## config.mk

```make
export PLATFORM = sky130hd
export DESIGN_NAME = led_group_blink_sequencer
export DESIGN_NICKNAME = d
export VERILOG_FILES = /design/src/rtl/lgbs_pkg.sv /design/src/rtl/lgbs_csr.sv /design/src/rtl/lgbs_obuf.sv /design/src/rtl/lgbs_core.sv /design/src/rtl/led_group_blink_sequencer.sv
export SDC_FILE = /design/constraint.sdc
export NUM_CORES = 1
export LEC_CHECK = 0
export BUFFER_PORTS_ARGS = -buffer_cell sky130_fd_sc_hd__buf_4
export CAP_MARGIN = 5
export CORE_MARGIN = 3
export CORE_UTILIZATION = 50
export DETAILED_ROUTE_END_ITERATION = 12
export PLACE_DENSITY = 0.78
export SETUP_SLACK_MARGIN = 0.1
export SYNTH_ARGS = -nofsm -noshare
export SYNTH_HDL_FRONTEND = slang
export SYNTH_SLANG_ARGS = --single-unit
```

## constraint.sdc

```tcl
create_clock -name clock -period 3.8 [get_ports clock]
set_input_delay 0.19 -clock clock [delete_from_list [all_inputs] [get_ports clock]]
set_output_delay 0.19 -clock clock [all_outputs]
set_load 0.05 [all_outputs]
```

## src/rtl/lgbs_pkg.sv

```systemverilog
// shared types, constants and helper functions for the led group blink sequencer
// no dependencies

package lgbs_pkg;

   localparam int LED_SLOTS    = 4;
   localparam int NUM_CHANNELS = 5;
   localparam int LED_IDX_W    = $clog2(LED_SLOTS);
   localparam int CNT_W        = 3;
   localparam int CHAN_IDX_W   = 3;
   localparam int TICK_W       = 16;

   localparam logic [7:0] CTRL_REG     = 8'h10;
   localparam logic [7:0] CTRL_DEFAULT = 8'h60;

   localparam logic KIND_WRITE = 1'b0;
   localparam logic KIND_POWER = 1'b1;

   typedef enum logic [1:0] {
      MODE_LEVEL = 2'd0,
      MODE_BLINK = 2'd1,
      MODE_TICK  = 2'd2
   } mode_type;

   typedef enum logic [2:0] {
      CFG_MASK_0    = 3'd0,
      CFG_MASK_1    = 3'd1,
      CFG_MASK_2    = 3'd2,
      CFG_MASK_3    = 3'd3,
      CFG_LED_COUNT = 3'd4,
      CFG_ON_TICKS  = 3'd5,
      CFG_OFF_TICKS = 3'd6
   } cfg_index_type;

   typedef enum logic [2:0] {
      S_IDLE,
      S_DECODE,
      S_PLAN,
      S_PWR,
      S_CHAN,
      S_CTRL
   } state_type;

   typedef logic [NUM_CHANNELS-1:0] chan_mask_type;

   typedef struct packed {
      chan_mask_type [LED_SLOTS-1:0] mask;
      logic [CNT_W-1:0]              led_count;
      logic [TICK_W-1:0]             on_ticks;
      logic [TICK_W-1:0]             off_ticks;
   } cfg_type;

   typedef struct packed {
      logic       valid;
      logic       kind;
      logic [7:0] addr;
      logic [7:0] data;
      logic       power_on;
      logic       last;
   } emit_type;

   function automatic logic [7:0] chan_addr(input logic [CHAN_IDX_W-1:0] k);
      logic [7:0] a;
      unique case (k)
         3'd0:    a = 8'hA0;
         3'd1:    a = 8'h30;
         3'd2:    a = 8'h40;
         3'd3:    a = 8'h50;
         3'd4:    a = 8'h60;
         default: a = 8'h00;
      endcase
      return a;
   endfunction

   function automatic logic [CHAN_IDX_W-1:0] lowest_set(input chan_mask_type m);
      logic [CHAN_IDX_W-1:0] r;
      r = '0;
      for (int j = NUM_CHANNELS - 1; j >= 0; j--) begin
         if (m[j]) begin
            r = CHAN_IDX_W'(j);
         end
      end
      return r;
   endfunction

   function automatic logic [7:0] ctrl_bits(input chan_mask_type m);
      return {{(8 - NUM_CHANNELS){1'b0}}, m};
   endfunction

endpackage

```

## src/rtl/lgbs_csr.sv

```systemverilog
// configuration registers: channel masks, led count, blink on and off times
// depends on lgbs_pkg

module lgbs_csr
   import lgbs_pkg::*;
(
   input  logic                 clock,
   input  logic                 reset,
   input  logic                 csr_we,
   input  logic [2:0]           csr_addr,
   input  logic [TICK_W-1:0]    csr_wdata,
   output cfg_type              cfg
);

   cfg_type cfg_ff, cfg_in;

   always_comb begin
      cfg_in = cfg_ff;
      if (csr_we) begin
         unique case (csr_addr)
            CFG_MASK_0, CFG_MASK_1, CFG_MASK_2, CFG_MASK_3: begin
               cfg_in.mask[csr_addr[LED_IDX_W-1:0]] = csr_wdata[NUM_CHANNELS-1:0];
            end
            CFG_LED_COUNT: cfg_in.led_count = csr_wdata[CNT_W-1:0];
            CFG_ON_TICKS:  cfg_in.on_ticks  = csr_wdata;
            CFG_OFF_TICKS: cfg_in.off_ticks = csr_wdata;
            default: ;
         endcase
      end
   end

   always_ff @(posedge clock) begin
      if (reset) begin
         for (int j = 0; j < LED_SLOTS; j++) begin
            cfg_ff.mask[j] <= (j < 4) ? NUM_CHANNELS'(1 << j) : '0;
         end
         cfg_ff.led_count <= CNT_W'(4);
         cfg_ff.on_ticks  <= TICK_W'(500);
         cfg_ff.off_ticks <= TICK_W'(500);
      end else begin
         cfg_ff <= cfg_in;
      end
   end

   assign cfg = cfg_ff;

endmodule

```

## src/rtl/lgbs_obuf.sv

```systemverilog
// output register between the sequencer and the result stream
// depends on lgbs_pkg

module lgbs_obuf
   import lgbs_pkg::*;
(
   input  logic        clock,
   input  logic        reset,
   input  emit_type    emit,
   output logic        emit_ready,
   output logic        rsp_tvalid,
   input  logic        rsp_tready,
   output logic [23:0] rsp_tdata,
   output logic        rsp_tuser,
   output logic        rsp_tlast
);

   logic     full_ff, full_in;
   emit_type beat_ff, beat_in;

   always_comb begin
      emit_ready = !full_ff || rsp_tready;
      full_in    = full_ff && !rsp_tready;
      beat_in    = beat_ff;
      if (emit.valid && emit_ready) begin
         full_in = 1'b1;
         beat_in = emit;
      end
   end

   always_ff @(posedge clock) begin
      if (reset) begin
         full_ff <= 1'b0;
      end else begin
         full_ff <= full_in;
      end
      beat_ff <= beat_in;
   end

   assign rsp_tvalid = full_ff;
   assign rsp_tdata  = {7'b0, beat_ff.power_on, beat_ff.data, beat_ff.addr};
   assign rsp_tuser  = beat_ff.kind;
   assign rsp_tlast  = beat_ff.last;

endmodule

```

## src/rtl/lgbs_core.sv

```systemverilog
// sequencer: led state, power decision, blink timer, and one chip action per beat
// depends on lgbs_pkg

module lgbs_core
   import lgbs_pkg::*;
(
   input  logic        clock,
   input  logic        reset,
   input  cfg_type     cfg,
   input  logic        req_tvalid,
   output logic        req_tready,
   input  logic [15:0] req_tdata,
   input  logic [1:0]  req_tuser,
   output emit_type    emit,
   input  logic        emit_ready
);

   state_type state_ff, state_in;

   logic [1:0]           mode_ff, mode_in;
   logic [LED_IDX_W-1:0] idx_ff, idx_in;
   logic [7:0]           lvl_ff, lvl_in;
   logic                 want_ff, want_in;

   logic [LED_SLOTS-1:0][7:0] level_ff, level_in;
   logic [LED_SLOTS-1:0][7:0] cached_ff, cached_in;
   logic [LED_SLOTS-1:0]      cvalid_ff, cvalid_in;
   logic [LED_SLOTS-1:0]      blink_ff, blink_in;
   logic                      any_blink_ff, any_blink_in;
   logic                      phase_ff, phase_in;
   logic [7:0]                shadow_ff, shadow_in;
   logic                      powered_ff, powered_in;
   logic [TICK_W-1:0]         timer_ff, timer_in;

   chan_mask_type chan_rem_ff, chan_rem_in;
   logic          do_ctrl_ff, do_ctrl_in;
   logic [7:0]    ctrl_val_ff, ctrl_val_in;

   logic [CNT_W-1:0]      used;
   logic [LED_SLOTS-1:0]  use_mask;
   logic [LED_SLOTS-1:0]  lit;
   logic                  in_use;
   logic                  others_blink;
   logic [7:0]            cur_lvl;
   chan_mask_type         cur_mask;
   logic                  need;
   logic                  pwr_up;
   logic                  pwr_down;
   logic [7:0]            eff_shadow;
   logic                  do_chan;
   logic [7:0]            ctl_val;
   logic                  do_ctrl;
   logic [7:0]            fire_ctl;
   logic [TICK_W-1:0]     reload;
   logic [CHAN_IDX_W-1:0] chan_k;
   chan_mask_type         rem_after;

   always_comb begin
      used   = (cfg.led_count > CNT_W'(LED_SLOTS)) ? CNT_W'(LED_SLOTS) : cfg.led_count;
      in_use = {{(CNT_W - LED_IDX_W){1'b0}}, idx_ff} < used;
      for (int j = 0; j < LED_SLOTS; j++) begin
         use_mask[j] = CNT_W'(j) < used;
         lit[j]      = level_ff[j] != 8'd0;
      end
      others_blink = 1'b0;
      for (int j = 0; j < LED_SLOTS; j++) begin
         if (use_mask[j] && blink_ff[j] && (LED_IDX_W'(j) != idx_ff)) begin
            others_blink = 1'b1;
         end
      end
      cur_lvl  = level_ff[idx_ff];
      cur_mask = cfg.mask[idx_ff];

      // power and write plan for the addressed led
      need       = |(lit & use_mask);
      pwr_up     = need && !powered_ff;
      pwr_down   = !need && powered_ff;
      eff_shadow = pwr_up ? CTRL_DEFAULT : shadow_ff;
      do_chan    = need && (cur_lvl != 8'd0) && (cur_mask != '0)
                   && (!cvalid_ff[idx_ff] || (cached_ff[idx_ff] != cur_lvl));
      ctl_val    = eff_shadow & ~ctrl_bits(cur_mask);
      if (cur_lvl != 8'd0) begin
         ctl_val = ctl_val | ctrl_bits(cur_mask);
      end
      do_ctrl = need && (ctl_val != eff_shadow) && !blink_ff[idx_ff];

      // blink toggle value
      fire_ctl = shadow_ff;
      for (int j = 0; j < LED_SLOTS; j++) begin
         if (use_mask[j] && blink_ff[j]) begin
            fire_ctl = fire_ctl & ~ctrl_bits(cfg.mask[j]);
            if (phase_ff) begin
               fire_ctl = fire_ctl | ctrl_bits(cfg.mask[j]);
            end
         end
      end
      reload = phase_ff ? cfg.on_ticks : cfg.off_ticks;

      chan_k    = lowest_set(chan_rem_ff);
      rem_after = chan_rem_ff & ~(NUM_CHANNELS'(1) << chan_k);
   end

   always_comb begin
      state_in     = state_ff;
      mode_in      = mode_ff;
      idx_in       = idx_ff;
      lvl_in       = lvl_ff;
      want_in      = want_ff;
      level_in     = level_ff;
      cached_in    = cached_ff;
      cvalid_in    = cvalid_ff;
      blink_in     = blink_ff;
      any_blink_in = any_blink_ff;
      phase_in     = phase_ff;
      shadow_in    = shadow_ff;
      powered_in   = powered_ff;
      timer_in     = timer_ff;
      chan_rem_in  = chan_rem_ff;
      do_ctrl_in   = do_ctrl_ff;
      ctrl_val_in  = ctrl_val_ff;
      req_tready   = 1'b0;
      emit         = '0;
      emit.power_on = powered_ff;

      unique case (state_ff)
         S_IDLE: begin
            req_tready = 1'b1;
            if (req_tvalid) begin
               mode_in  = req_tuser;
               idx_in   = req_tdata[1:0];
               lvl_in   = req_tdata[9:2];
               want_in  = req_tdata[10];
               state_in = S_DECODE;
            end
         end
         S_DECODE: begin
            state_in = S_IDLE;
            unique case (mode_ff)
               MODE_LEVEL: begin
                  if (in_use) begin
                     level_in[idx_ff] = lvl_ff;
                     if (blink_ff[idx_ff] && (lvl_ff == 8'd0)) begin
                        blink_in[idx_ff] = 1'b0;
                        if (!others_blink) begin
                           any_blink_in = 1'b0;
                           timer_in     = '0;
                        end
                     end
                     state_in = S_PLAN;
                  end
               end
               MODE_BLINK: begin
                  if (in_use) begin
                     if (blink_ff[idx_ff] && !want_ff) begin
                        blink_in[idx_ff] = 1'b0;
                        if (!others_blink) begin
                           any_blink_in = 1'b0;
                           timer_in     = '0;
                        end
                        state_in = S_PLAN;
                     end else if (lit[idx_ff]) begin
                        blink_in[idx_ff] = 1'b1;
                        if (!any_blink_ff) begin
                           any_blink_in = 1'b1;
                           phase_in     = 1'b1;
                           timer_in     = TICK_W'(1);
                        end
                     end
                  end
               end
               MODE_TICK: begin
                  if (any_blink_ff && (timer_ff != '0)) begin
                     timer_in = timer_ff - TICK_W'(1);
                     if (timer_ff == TICK_W'(1)) begin
                        timer_in = (reload == '0) ? TICK_W'(1) : reload;
                        phase_in = !phase_ff;
                        if (fire_ctl != shadow_ff) begin
                           shadow_in   = fire_ctl;
                           ctrl_val_in = fire_ctl;
                           state_in    = S_CTRL;
                        end
                     end
                  end
               end
               default: ;
            endcase
         end
         S_PLAN: begin
            powered_in  = need;
            chan_rem_in = '0;
            do_ctrl_in  = do_ctrl;
            if (pwr_up) begin
               shadow_in = CTRL_DEFAULT;
            end
            if (pwr_down) begin
               cvalid_in = '0;
            end
            if (do_chan) begin
               cached_in[idx_ff] = cur_lvl;
               cvalid_in[idx_ff] = 1'b1;
               chan_rem_in       = cur_mask;
            end
            if (do_ctrl) begin
               shadow_in   = ctl_val;
               ctrl_val_in = ctl_val;
            end
            priority if (pwr_up || pwr_down) begin
               state_in = S_PWR;
            end else if (do_chan) begin
               state_in = S_CHAN;
            end else if (do_ctrl) begin
               state_in = S_CTRL;
            end else begin
               state_in = S_IDLE;
            end
         end
         S_PWR: begin
            emit.valid = 1'b1;
            emit.kind  = KIND_POWER;
            emit.last  = (chan_rem_ff == '0) && !do_ctrl_ff;
            if (emit_ready) begin
               priority if (chan_rem_ff != '0) begin
                  state_in = S_CHAN;
               end else if (do_ctrl_ff) begin
                  state_in = S_CTRL;
               end else begin
                  state_in = S_IDLE;
               end
            end
         end
         S_CHAN: begin
            emit.valid = 1'b1;
            emit.kind  = KIND_WRITE;
            emit.addr  = chan_addr(chan_k);
            emit.data  = level_ff[idx_ff];
            emit.last  = (rem_after == '0) && !do_ctrl_ff;
            if (emit_ready) begin
               chan_rem_in = rem_after;
               if (rem_after == '0) begin
                  state_in = do_ctrl_ff ? S_CTRL : S_IDLE;
               end
            end
         end
         S_CTRL: begin
            emit.valid = 1'b1;
            emit.kind  = KIND_WRITE;
            emit.addr  = CTRL_REG;
            emit.data  = ctrl_val_ff;
            emit.last  = 1'b1;
            if (emit_ready) begin
               state_in = S_IDLE;
            end
         end
         default: state_in = S_IDLE;
      endcase
   end

   always_ff @(posedge clock) begin
      if (reset) begin
         state_ff     <= S_IDLE;
         level_ff     <= '0;
         cached_ff    <= '0;
         cvalid_ff    <= '0;
         blink_ff     <= '0;
         any_blink_ff <= 1'b0;
         phase_ff     <= 1'b0;
         shadow_ff    <= '0;
         powered_ff   <= 1'b0;
         timer_ff     <= '0;
         chan_rem_ff  <= '0;
         do_ctrl_ff   <= 1'b0;
      end else begin
         state_ff     <= state_in;
         level_ff     <= level_in;
         cached_ff    <= cached_in;
         cvalid_ff    <= cvalid_in;
         blink_ff     <= blink_in;
         any_blink_ff <= any_blink_in;
         phase_ff     <= phase_in;
         shadow_ff    <= shadow_in;
         powered_ff   <= powered_in;
         timer_ff     <= timer_in;
         chan_rem_ff  <= chan_rem_in;
         do_ctrl_ff   <= do_ctrl_in;
      end
      mode_ff     <= mode_in;
      idx_ff      <= idx_in;
      lvl_ff      <= lvl_in;
      want_ff     <= want_in;
      ctrl_val_ff <= ctrl_val_in;
   end

endmodule

```

## src/rtl/led_group_blink_sequencer.sv

```systemverilog
// a beat passes S_DECODE and S_PLAN before its results, a firing tick S_DECODE and then S_CTRL;
// results leave one per cycle while the output register takes them, up to seven per beat; the
// next beat is taken once the last result reaches the output register, which may still hold it
// reset: synchronous active high; clears led state, power, blink timer and restores masks
// 1, 2, 4, 8, led count 4 and blink times of 500 ticks

module led_group_blink_sequencer
   import lgbs_pkg::*;
(
   input  logic        clock,
   input  logic        reset,
   input  logic        req_tvalid,
   output logic        req_tready,
   input  logic [15:0] req_tdata,   // led_index[1:0], level[9:2], blink_want[10]
   input  logic [1:0]  req_tuser,   // mode[1:0]
   output logic        rsp_tvalid,
   input  logic        rsp_tready,
   output logic [23:0] rsp_tdata,   // reg_addr[7:0], write_data[15:8], power_on[16]
   output logic        rsp_tuser,   // kind[0]
   output logic        rsp_tlast,
   input  logic        csr_we,
   input  logic [2:0]  csr_addr,
   input  logic [15:0] csr_wdata
);

   cfg_type  cfg;
   emit_type emit;
   logic     emit_ready;

   lgbs_csr u_csr (
      .clock     (clock),
      .reset     (reset),
      .csr_we    (csr_we),
      .csr_addr  (csr_addr),
      .csr_wdata (csr_wdata),
      .cfg       (cfg)
   );

   lgbs_core u_core (
      .clock      (clock),
      .reset      (reset),
      .cfg        (cfg),
      .req_tvalid (req_tvalid),
      .req_tready (req_tready),
      .req_tdata  (req_tdata),
      .req_tuser  (req_tuser),
      .emit       (emit),
      .emit_ready (emit_ready)
   );

   lgbs_obuf u_obuf (
      .clock      (clock),
      .reset      (reset),
      .emit       (emit),
      .emit_ready (emit_ready),
      .rsp_tvalid (rsp_tvalid),
      .rsp_tready (rsp_tready),
      .rsp_tdata  (rsp_tdata),
      .rsp_tuser  (rsp_tuser),
      .rsp_tlast  (rsp_tlast)
   );

`ifndef SYNTH
   a_idle_no_emit: assert property (@(posedge clock) disable iff (reset)
      req_tready |-> !emit.valid)
      else $error("sequencer emits while taking new beats");

   a_busy_after_accept: assert property (@(posedge clock) disable iff (reset)
      (req_tvalid && req_tready) |=> !req_tready)
      else $error("sequencer ready right after accepting a beat");

   a_last_frees: assert property (@(posedge clock) disable iff (reset)
      (emit.valid && emit_ready && emit.last) |=> req_tready)
      else $error("sequencer not ready after final result");
`endif

endmodule
```

==> results.toml, run 1 <==
[status]
status = "finished, final reports clean"

[clock_tree]
clk_path_buf_depth = 2
cts.sinks = 200
clk_pin_slew_worst_paths_ns = 0.07
cts_setup_buffers = 0
numCtsBuffers = 17
htreeDepth = 4
cts_tree = "done"
clock-root-buffer = "clkbuf_16"
clkLatencyLatePin_ns = 0.43

[worst_setup_path]
cp.required_ns = 3.93
critPathMaxFanout = 12
critPathArrivalTime_ns = 3.64
start_kind = "flip-flop"
cp-end-kind = "flip-flop"
crit_type = "flip-flop to flip-flop"

[finish]
final_common_cell = "dfxtp_1"
stdcell_count = 1434
num_antenna_cells = 0
syn_to_final_growth_pct = 13.9
final_cell_mix = "dfxtp_1 (164), nand2_1 (145), nor2_1 (136)"
final-seq-area_sq_mm = 0.00436
fillers = 1693
drive_above_1_share_pct = 14.5
multi_input_area_sq_mm = 0.00540
fin_nets = 1207

[routing]
routed_via_density = 5.96
dr.pass1.iters = 5
drc = 0
routed-via-count = 8545
wl_per_cell_um = 17.2
routed_wl_um = 24700
drtAntennaViolNets = 0
detail_route.iter0.violations = 839

[global_routing]
grt_max_degree = 82
grt_pass1_wl_um = 40300
overflow = 0
antenna_found_initial = 0
grt_pass1_vias = 7787
grtUsageTotal_pct = 22.5

[die]
pin_count = 70
fp.coreArea_sq_mm = 0.0197
die-area_sq_mm = 0.0220
start_util_pct = 51.4
rows = 51
fp.dieH_um = 148
die_w_um = 148

[yosys]
async_flop_share_pct = 0
synth-edff-count = 36
postSynthAreaPerCell_sq_um = 9.19
syn_inst = 1103
synth_cell_types = 79
syn-cell-area_sq_mm = 0.0101
ys_seq_elements = 200
ys.flop_type = "dfxtp_1"
synth_warnings = 0
ys_seq_area_share_pct = 43.1

[sta]
finalSetupViolCount = 0
final_max_slew_viol_count = 0
fmax_ghz = 0.284
hold_violations = 0
rsz0062_at_grt = "no"
slew_headroom_pct = 21.8
tns_ns = 0
fin_crit_sh_pct = 92.6
worstMarginPinSlew_ns = 1.17
fin_crit_ns = 3.52
skew_ns = 0.0103

[placement]
gp_congestion = 0.932
dp_cells = 1382
hpwl_um = 16900
port_buffers = 53

[power]
leakage_nw = 4.74
max-vdd-ir-drop_uv = 283
power_density_mw_per_mm2 = 389
power_w = 0.00449

[job]
drv_cap = 0

[hold_path]
hp-class = "input pin to flip-flop"
per-layer routing:
layer | routed length, um | global-route usage (%)
met1 | 11400 | 33.2
met2 | 11100 | 34.4
met3 | 1730 | 3.47
met5 | 0 | 0
met4 | 421 | 6.28
repair_timing:
item	in CTS	in global routing
gates resized for setup	0	7
hold buffers	20	0
setup endpoints to repair	0	11
hold endpoints to repair	24	0
critical path, stage by stage (launching register included):
cell	delay, ns
dfxtp_1	0.34
nor4_1	0.40
buf_4	0.21
nand4_1	0.14
a21oi_2	0.25
and2_1	0.23
inv_1	0.06
ha_1	0.32
nand2b_1	0.26
nor3_1	0.17
a221o_1	0.14
nor4_1	0.05
or4_4	0.45
nand2_2	0.19
path summary, 6_finish.rpt:
check / from / to / slack [ns] / depth (start not counted)
hold reg to reg: u_csr.cfg[14]$_SDFFE_PP0P_ / u_csr.cfg[14]$_SDFFE_PP0P_ / 0.46 / 2
setup reg to reg: u_core.level_ff[16]$_SDFFE_PP0P_ / u_core.ctrl_val_ff[7]$_DFFE_PP_ / 0.28 / 13
hold / removal: csr_wdata[14] / u_csr.cfg[14]$_SDFFE_PP0P_ / 0.01 / 3
setup / recovery: u_core.level_ff[16]$_SDFFE_PP0P_ / u_core.ctrl_val_ff[7]$_DFFE_PP_ / 0.28 / 13
Yosys cell counts (all sizes together), types with 10 or more instances:
cell,n,area (sq um)
or4,10,78.8
a21o,11,82.6
mux4,23,522
nor4,22,165
o21ai,18,90.1
clkbuf,44,165
a211oi,10,80.1
nor3,20,110
mux2i,104,1040
edfxtp,36,1080
buf,30,201
nand2,147,554
a21oi,83,415
mux2,10,113
nand3,38,190
o22ai,21,131
xnor2,10,87.6
inv,18,67.6
dfxtp,164,3280
nor2,136,510
nand2b,18,113
nor2b,10,62.6
power by group:
group	internal [W]	switching (W)
combinational	0.000188	0.000301
sequential	0.00219	0.0000408
clock	0.000919	0.000858
total	0.00330	0.00120
sequential cells by signal, indices dropped and copies added, names as in the netlist, 2 cells and up, named ones only:
| name | cells |
|---|---|
| u_csr.cfg | 55 |
| u_core.ctrl_val_ff | 8 |
| u_core.lvl_ff | 8 |
| u_core.timer_ff | 16 |
| u_core.state_ff | 3 |
| u_core.mode_ff | 2 |
| u_core.cvalid_ff | 4 |
| u_obuf.rsp_tdata | 13 |
| u_core.level_ff | 32 |
| u_core.cached_ff | 32 |
| u_core.shadow_ff | 8 |
| u_core.idx_ff | 2 |
| u_core.chan_rem_ff | 5 |
logic make-up after synthesis:
group	share of synthesized area, %
buffers and inverters	4.32
XOR/XNOR	1.12
AND/OR/NAND/NOR	20.2
other	0.0370
adder cells (fa/ha/maj)	1.21
flip-flops	43.1
AO/OA/AOI/OAI	13.5
multiplexers	16.5
stage by stage:
stage	hold WS (ns)	area [sq um]	setup WS, ns	util, %
3_5_place_dp	0.369	10700	0.198	54.5
2_1_floorplan	0.289	10200	0.752	-
4_1_cts	0.00176	11500	0.164	58.4
5_1_grt	0.00638	11500	0.103	58.5
6_report	0.0106	11500	0.282	58.5
3_3_place_gp	0.368	10700	0.272	54.5
area by class of cell:
cell class | count | share of cell area [%]
Clock buffer | 20 | 4.05
Clock inverter | 12 | 0.921
Inverter | 19 | 0.618
Multi-Input combinational cell | 820 | 46.8
Sequential cell | 200 | 37.8
Tap cell | 265 | 2.87
Timing Repair Buffer | 98 | 6.92
Power figures use the tool's default switching activity.
==> inputs of run 2 (changes only) <==
--- a/config.mk
+++ b/config.mk
@@ -7,10 +7,12 @@
 export LEC_CHECK = 0
 export BUFFER_PORTS_ARGS = -buffer_cell sky130_fd_sc_hd__buf_4
 export CAP_MARGIN = 5
+export CELL_PAD_IN_SITES_DETAIL_PLACEMENT = 1
+export CELL_PAD_IN_SITES_GLOBAL_PLACEMENT = 2
 export CORE_MARGIN = 3
-export CORE_UTILIZATION = 50
+export CORE_UTILIZATION = 38
 export DETAILED_ROUTE_END_ITERATION = 12
-export PLACE_DENSITY = 0.78
+export PLACE_DENSITY = 0.89
 export SETUP_SLACK_MARGIN = 0.1
 export SYNTH_ARGS = -nofsm -noshare
 export SYNTH_HDL_FRONTEND = slang
==> results.toml, run 2 (synthesis results as in run 1) <==
[routing]
routed_via_density = 5.63
wl_per_cell_um = 19.3
dr.pass1.iters = 5
routed_wl_um = 29200
routed-via-count = 8499
drtAntennaViolNets = 0
drc = 0
detail_route.iter0.violations = 567

[worst_setup_path]
critPathMaxFanout = 9
path_cells = "nor4_1 > buf_4 > nand4_1 > a21oi_2 > and2_1 > inv_1 > ha_1 > nand2b_1 > a222oi_1 > nand3_1 > nor2_1 > and4bb_2 > mux2i_1 > o22ai_1"
cp_num_buf_inv = 2
start_kind = "flip-flop"
cp.required_ns = 4.10
slowest_delay_ns = 0.38
cp_slowest_cell = "a222oi_1"
crit_type = "flip-flop to flip-flop"
crit_family = "simple AND/OR/NAND/NOR gates"
critPathArrivalTime_ns = 3.74
cp-end-kind = "flip-flop"

[placement]
hpwl_um = 20600
gp_congestion = 0.863
port_buffers = 53

[power]
pwr-share-comb_pct = 11.2
power_w = 0.00457
p_sw_w = 0.00126
leakage_nw = 4.78
p_int_w = 0.00331
clkPwrFrac_pct = 39.9
max-vdd-ir-drop_uv = 235
p_seq_share_pct = 48.8
switching_share_pct = 27.5
power_density_mw_per_mm2 = 390

[clock_tree]
htreeDepth = 4
clock-root-buffer = "clkbuf_16"
cts_setup_buffers = 0
clkLatencyLatePin_ns = 0.43
cts.sinks = 200
numCtsBuffers = 17
clk_path_buf_depth = 2
cts_tree = "done"
clk_pin_slew_worst_paths_ns = 0.08

[global_routing]
overflow = 0
grt_pass1_vias = 8467
use_met2_pct = 31.9
grt_max_degree = 73
grtUsageTotal_pct = 20.3
met3_usage_pct = 3.00
antenna_found_initial = 0
busiest_layer = "met2"
use_met1_pct = 29.7
grt_pass1_wl_um = 46800

[finish]
fin_nets = 1214
drive_above_1_share_pct = 15.0
num_antenna_cells = 0
largest_reg_flops = 55
final_cell_mix = "dfxtp_1 (164), nand2_1 (145), nor2_1 (136)"
final_common_cell = "dfxtp_1"
syn_to_final_growth_pct = 15.5

[die]
pin_count = 70
fp.coreArea_sq_mm = 0.0261
start_util_pct = 38.8
die_w_um = 169
die-area_sq_mm = 0.0287
fp.dieH_um = 169
rows = 59

[sta]
fin_crit_ns = 3.43
final_max_slew_viol_count = 0
slew_headroom_pct = 16.8
tns_ns = 0
worstMarginPinSlew_ns = 1.24
rsz0062_at_grt = "no"
hold_violations = 0
skew_ns = 0.0133
fin_hold_ws_ns = 0.0198
fmax_ghz = 0.291
fin_crit_sh_pct = 90.3
finalSetupViolCount = 0

[hold_path]
hp-class = "input pin to flip-flop"

[status]
status = "finished, final reports clean"

[job]
drv_cap = 0
run 2: power groups by stage:
stage | logic, W | registers [W] | clock network [W]
6_report | 0.000514 | 0.00223 | 0.00182
5_1_grt | 0.000561 | 0.00224 | 0.00195
4_1_cts | 0.000511 | 0.00223 | 0.00186
3_5_place_dp | 0.000491 | 0.00228 | 0
3_3_place_gp | 0.000482 | 0.00228 | 0
2_1_floorplan | 0.000346 | 0.00226 | 0
run 2: path summary, 6_finish.rpt:
path | from | to | slack [ns] | cells after the start
max | u_core.level_ff[17]$_SDFFE_PP0P_ | u_core.shadow_ff[1]$_SDFFE_PP0P_ | 0.37 | 14
min | csr_wdata[11] | u_csr.cfg[27]$_SDFFE_PP0P_ | 0.02 | 3
max reg2reg | u_core.level_ff[17]$_SDFFE_PP0P_ | u_core.shadow_ff[1]$_SDFFE_PP0P_ | 0.37 | 14
min reg2reg | u_csr.cfg[14]$_SDFFE_PP0P_ | u_csr.cfg[14]$_SDFFE_PP0P_ | 0.45 | 2
run 2: what timing repair did:
item	4_1_cts	5_1_grt
hold buffers	22	0
gates resized for setup	2	7
hold endpoints to repair	27	0
pin swaps	0	0
gates cloned	0	0
endpoints found under the setup margin	8	9
run 2: worst reg2reg max path, cell delays in order (launching register included):
cell	delay [ns]
dfxtp_1	0.34
nor4_1	0.30
buf_4	0.18
nand4_1	0.12
a21oi_2	0.29
and2_1	0.25
inv_1	0.06
ha_1	0.28
nand2b_1	0.24
a222oi_1	0.38
nand3_1	0.14
nor2_1	0.16
and4bb_2	0.25
mux2i_1	0.19
o22ai_1	0.11
run 2: cell type report:
class                           instances  area (sq um)
Inverter                               19          71.3
Clock buffer                           19           464
Sequential cell                       200          4360
Timing Repair Buffer                  105           856
Clock inverter                         12           121
Tap cell                              335           419
Fill cell                            3017         14400
Multi-Input combinational cell        820          5420
run 2: through the flow:
stage	setup slack [ns]	instances	utilization [%]	instance area, sq um
after floorplan	0.752	1113	-	10200
after global placement	0.276	1457	41.6	10900
after detailed placement	0.0880	1457	41.6	10900
after CTS	0.189	1510	44.7	11700
after global routing	0.101	1510	44.8	11700
final	0.369	1510	44.8	11700
run 2: routing by layer:
layer	vias to the layer above	share of wire (%)
li1	4086	-
met4	0	1.3
met1	4233	50
met2	152	46
met3	28	3.6
met5	-	0
==> inputs of run 3 (changes only) <==
--- a/config.mk
+++ b/config.mk
@@ -10,10 +10,11 @@
 export CELL_PAD_IN_SITES_DETAIL_PLACEMENT = 1
 export CELL_PAD_IN_SITES_GLOBAL_PLACEMENT = 2
 export CORE_MARGIN = 3
-export CORE_UTILIZATION = 38
+export CORE_UTILIZATION = 39
 export DETAILED_ROUTE_END_ITERATION = 12
 export PLACE_DENSITY = 0.89
 export SETUP_SLACK_MARGIN = 0.1
 export SYNTH_ARGS = -nofsm -noshare
 export SYNTH_HDL_FRONTEND = slang
+export SYNTH_HIERARCHICAL = 1
 export SYNTH_SLANG_ARGS = --single-unit
==> results.toml, run 3 <==
[status]
status = "finished, final reports clean"

[power]
power_w = 0.00485
pwr-share-comb_pct = 10.4
p_seq_share_pct = 47.3
power_density_mw_per_mm2 = 396
max-vdd-ir-drop_uv = 244
p_int_w = 0.00363
switching_share_pct = 25.1
leakage_nw = 4.90
clkPwrFrac_pct = 42.3
p_sw_w = 0.00122

[clock_tree]
cts.sinks = 204
numCtsBuffers = 23
clk_path_buf_depth = 3
clk_pin_slew_worst_paths_ns = 0.06
htreeDepth = 1
clkLatencyLatePin_ns = 0.51
clock-root-buffer = "clkbuf_16"
cts_tree = "done"

[sta]
fin_crit_sh_pct = 91.1
slew_headroom_pct = 27.8
setup_slack_ns = 0.338
hold_violations = 0
skew_ns = 0.00814
fmax_ghz = 0.289
final_max_slew_viol_count = 0
fin_crit_ns = 3.46
worstMarginPinSlew_ns = 1.08
finalSetupViolCount = 0
tns_ns = 0
rsz0062_at_grt = "no"

[yosys]
syn_inst = 1070
synth_area_leaders = "dfxtp_1 (31%), mux2i_1 (14%), edfxtp_1 (11%), nor2_1 (5.0%), mux4_2 (4.5%)"
ys.flop_type = "dfxtp_1"
synth_common_cells = "dfxtp_1 (164), mux2i_1 (147), nor2_1 (141)"
async_flop_share_pct = 0
synth_cell_types = 81
synth_warnings = 6
synth.top_cell.area_share_pct = 31.1
synth_largest_area_cell = "dfxtp_1"
ys_seq_elements = 204
synth_most_common_cell = "dfxtp_1"
ys_seq_area_share_pct = 42.5
postSynthAreaPerCell_sq_um = 9.85
syn-cell-area_sq_mm = 0.0105
synth-edff-count = 40

[finish]
num_antenna_cells = 0
final_common_cell = "dfxtp_1"
syn_to_final_growth_pct = 16.1
fin_nets = 1191
final_util_pct = 46.6
drive_above_1_share_pct = 15.4
largest_reg_flops = 55
final_cell_mix = "dfxtp_1 (164), mux2i_1 (147), nor2_1 (141)"

[routing]
routed_via_density = 5.66
dr.pass1.iters = 4
routed_wl_um = 29500
drtAntennaViolNets = 0
detail_route.iter0.violations = 521
wl_per_cell_um = 19.8
drc = 0
routed-via-count = 8436

[placement]
gp_congestion = 0.846
hpwl_um = 21100
port_buffers = 57
pre_cts_ws_ns = 0.314

[global_routing]
grtUsageTotal_pct = 20.1
grt_pass1_wl_um = 47100
overflow = 0
antenna_found_initial = 0
grt_max_degree = 55
grt_pass1_vias = 8552

[die]
fp.coreArea_sq_mm = 0.0263
die_w_um = 170
fp.dieH_um = 170
pin_count = 70
rows = 59
start_util_pct = 40.1
die-area_sq_mm = 0.0290

[hold_path]
hp-class = "input pin to flip-flop"

[worst_setup_path]
critPathMaxFanout = 9
cp.required_ns = 3.97
critPathArrivalTime_ns = 3.64
start_kind = "flip-flop"
crit_type = "flip-flop to flip-flop"
cp-end-kind = "flip-flop"

[job]
drv_cap = 0
-- run 3: cell count changes after synthesis, sizes merged, moves of 7 or more --
cell / delta
o21ai: +7
mux2i: +43
nand3: -21
buf: +13
nand2: -91
nand2b: +43
a32oi: +7
or4: -9
or3: +8
a21oi: -31
nor2b: -7
o22ai: -10
a211oi: -9
-- run 3: critical path: stages (launching register included) --
cell and delay, ns:
dfxtp_1 0.32, nor4_1 0.46, nand2_1 0.14, o21ai_0 0.22, and3_1 0.32, inv_1 0.08
ha_1 0.33, a41o_1 0.27, a32oi_1 0.19, or3b_1 0.39, and2_1 0.15, inv_1 0.25
-- run 3: final cells by class --
| class | instances | area, sq um |
|---|---|---|
| fill | 2927 | 14000 |
| sequential | 204 | 4480 |
| inverter | 24 | 90.1 |
| multi-input combinational | 770 | 5590 |
| clock buffer | 33 | 653 |
| timing repair buffer | 117 | 961 |
| tap | 335 | 419 |
| clock inverter | 8 | 38.8 |
-- run 3: kinds of logic (layout without fill, tap and decap cells) --
group                      Yosys count  in the layout  synth area share, %
buffers and inverters              105            182                 5.15
adders and majority gates           10             10                 1.16
AOI/OAI and AO/OA                  181            181                 12.0
other                                2             11               0.0713
xor gates and xnor gates            13             13                 1.08
and+or+nand+nor                    379            379                 18.4
DFF                                204            204                 42.5
muxes                              176            176                 19.6
-- run 3: repair_timing --
item,CTS,global route
endpoints found under the hold margin,39,0
resized for setup,0,5
endpoints found under the setup margin,0,16
buffers inserted,0,6
hold buffers,28,0
-- run 3: per-stage QoR --
step | instances | hold slack [ns] | area [sq um]
floorplan | 1079 | 0.252 | 10600
global placement | 1416 | 0.368 | 11200
detailed placement | 1416 | 0.370 | 11200
CTS | 1485 | 0.0109 | 12100
global route | 1491 | 0.0342 | 12200
finish | 1491 | 0.0241 | 12200
-- run 3: metal layers --
layer / GRT usage, % / vias up / share of wire (%)
met5: 0 / - / 0
met4: 5.11 / 0 / 1.8
met3: 2.21 / 37 / 4.2
met2: 33.2 / 200 / 47
met1: 28.1 / 4176 / 47
li1: - / 4023 / -
-- run 3: worst paths after layout --
path / start / end / slack [ns] / depth (start not counted)
setup / recovery: u_core/level_ff[11]$_SDFFE_PP0P_ / u_core/ctrl_val_ff[1]$_DFFE_PP_ / 0.34 / 11
hold reg to reg: u_core/timer_ff[13]$_SDFFE_PP0P_ / u_core/timer_ff[13]$_SDFFE_PP0P_ / 0.47 / 2
hold / removal: csr_wdata[2] / u_csr/cfg[52]$_SDFFE_PP0P_ / 0.02 / 3
setup reg to reg: u_core/level_ff[11]$_SDFFE_PP0P_ / u_core/ctrl_val_ff[1]$_DFFE_PP_ / 0.34 / 11
-- run 3: power by group through the flow --
stage	clock network [W]	registers, W	logic [W]
after global routing	0.00221	0.00230	0.000551
final	0.00205	0.00229	0.000506
after CTS	0.00211	0.00229	0.000492
after global placement	0	0.00234	0.000458
after floorplan	0	0.00231	0.000352
after detailed placement	0	0.00234	0.000467
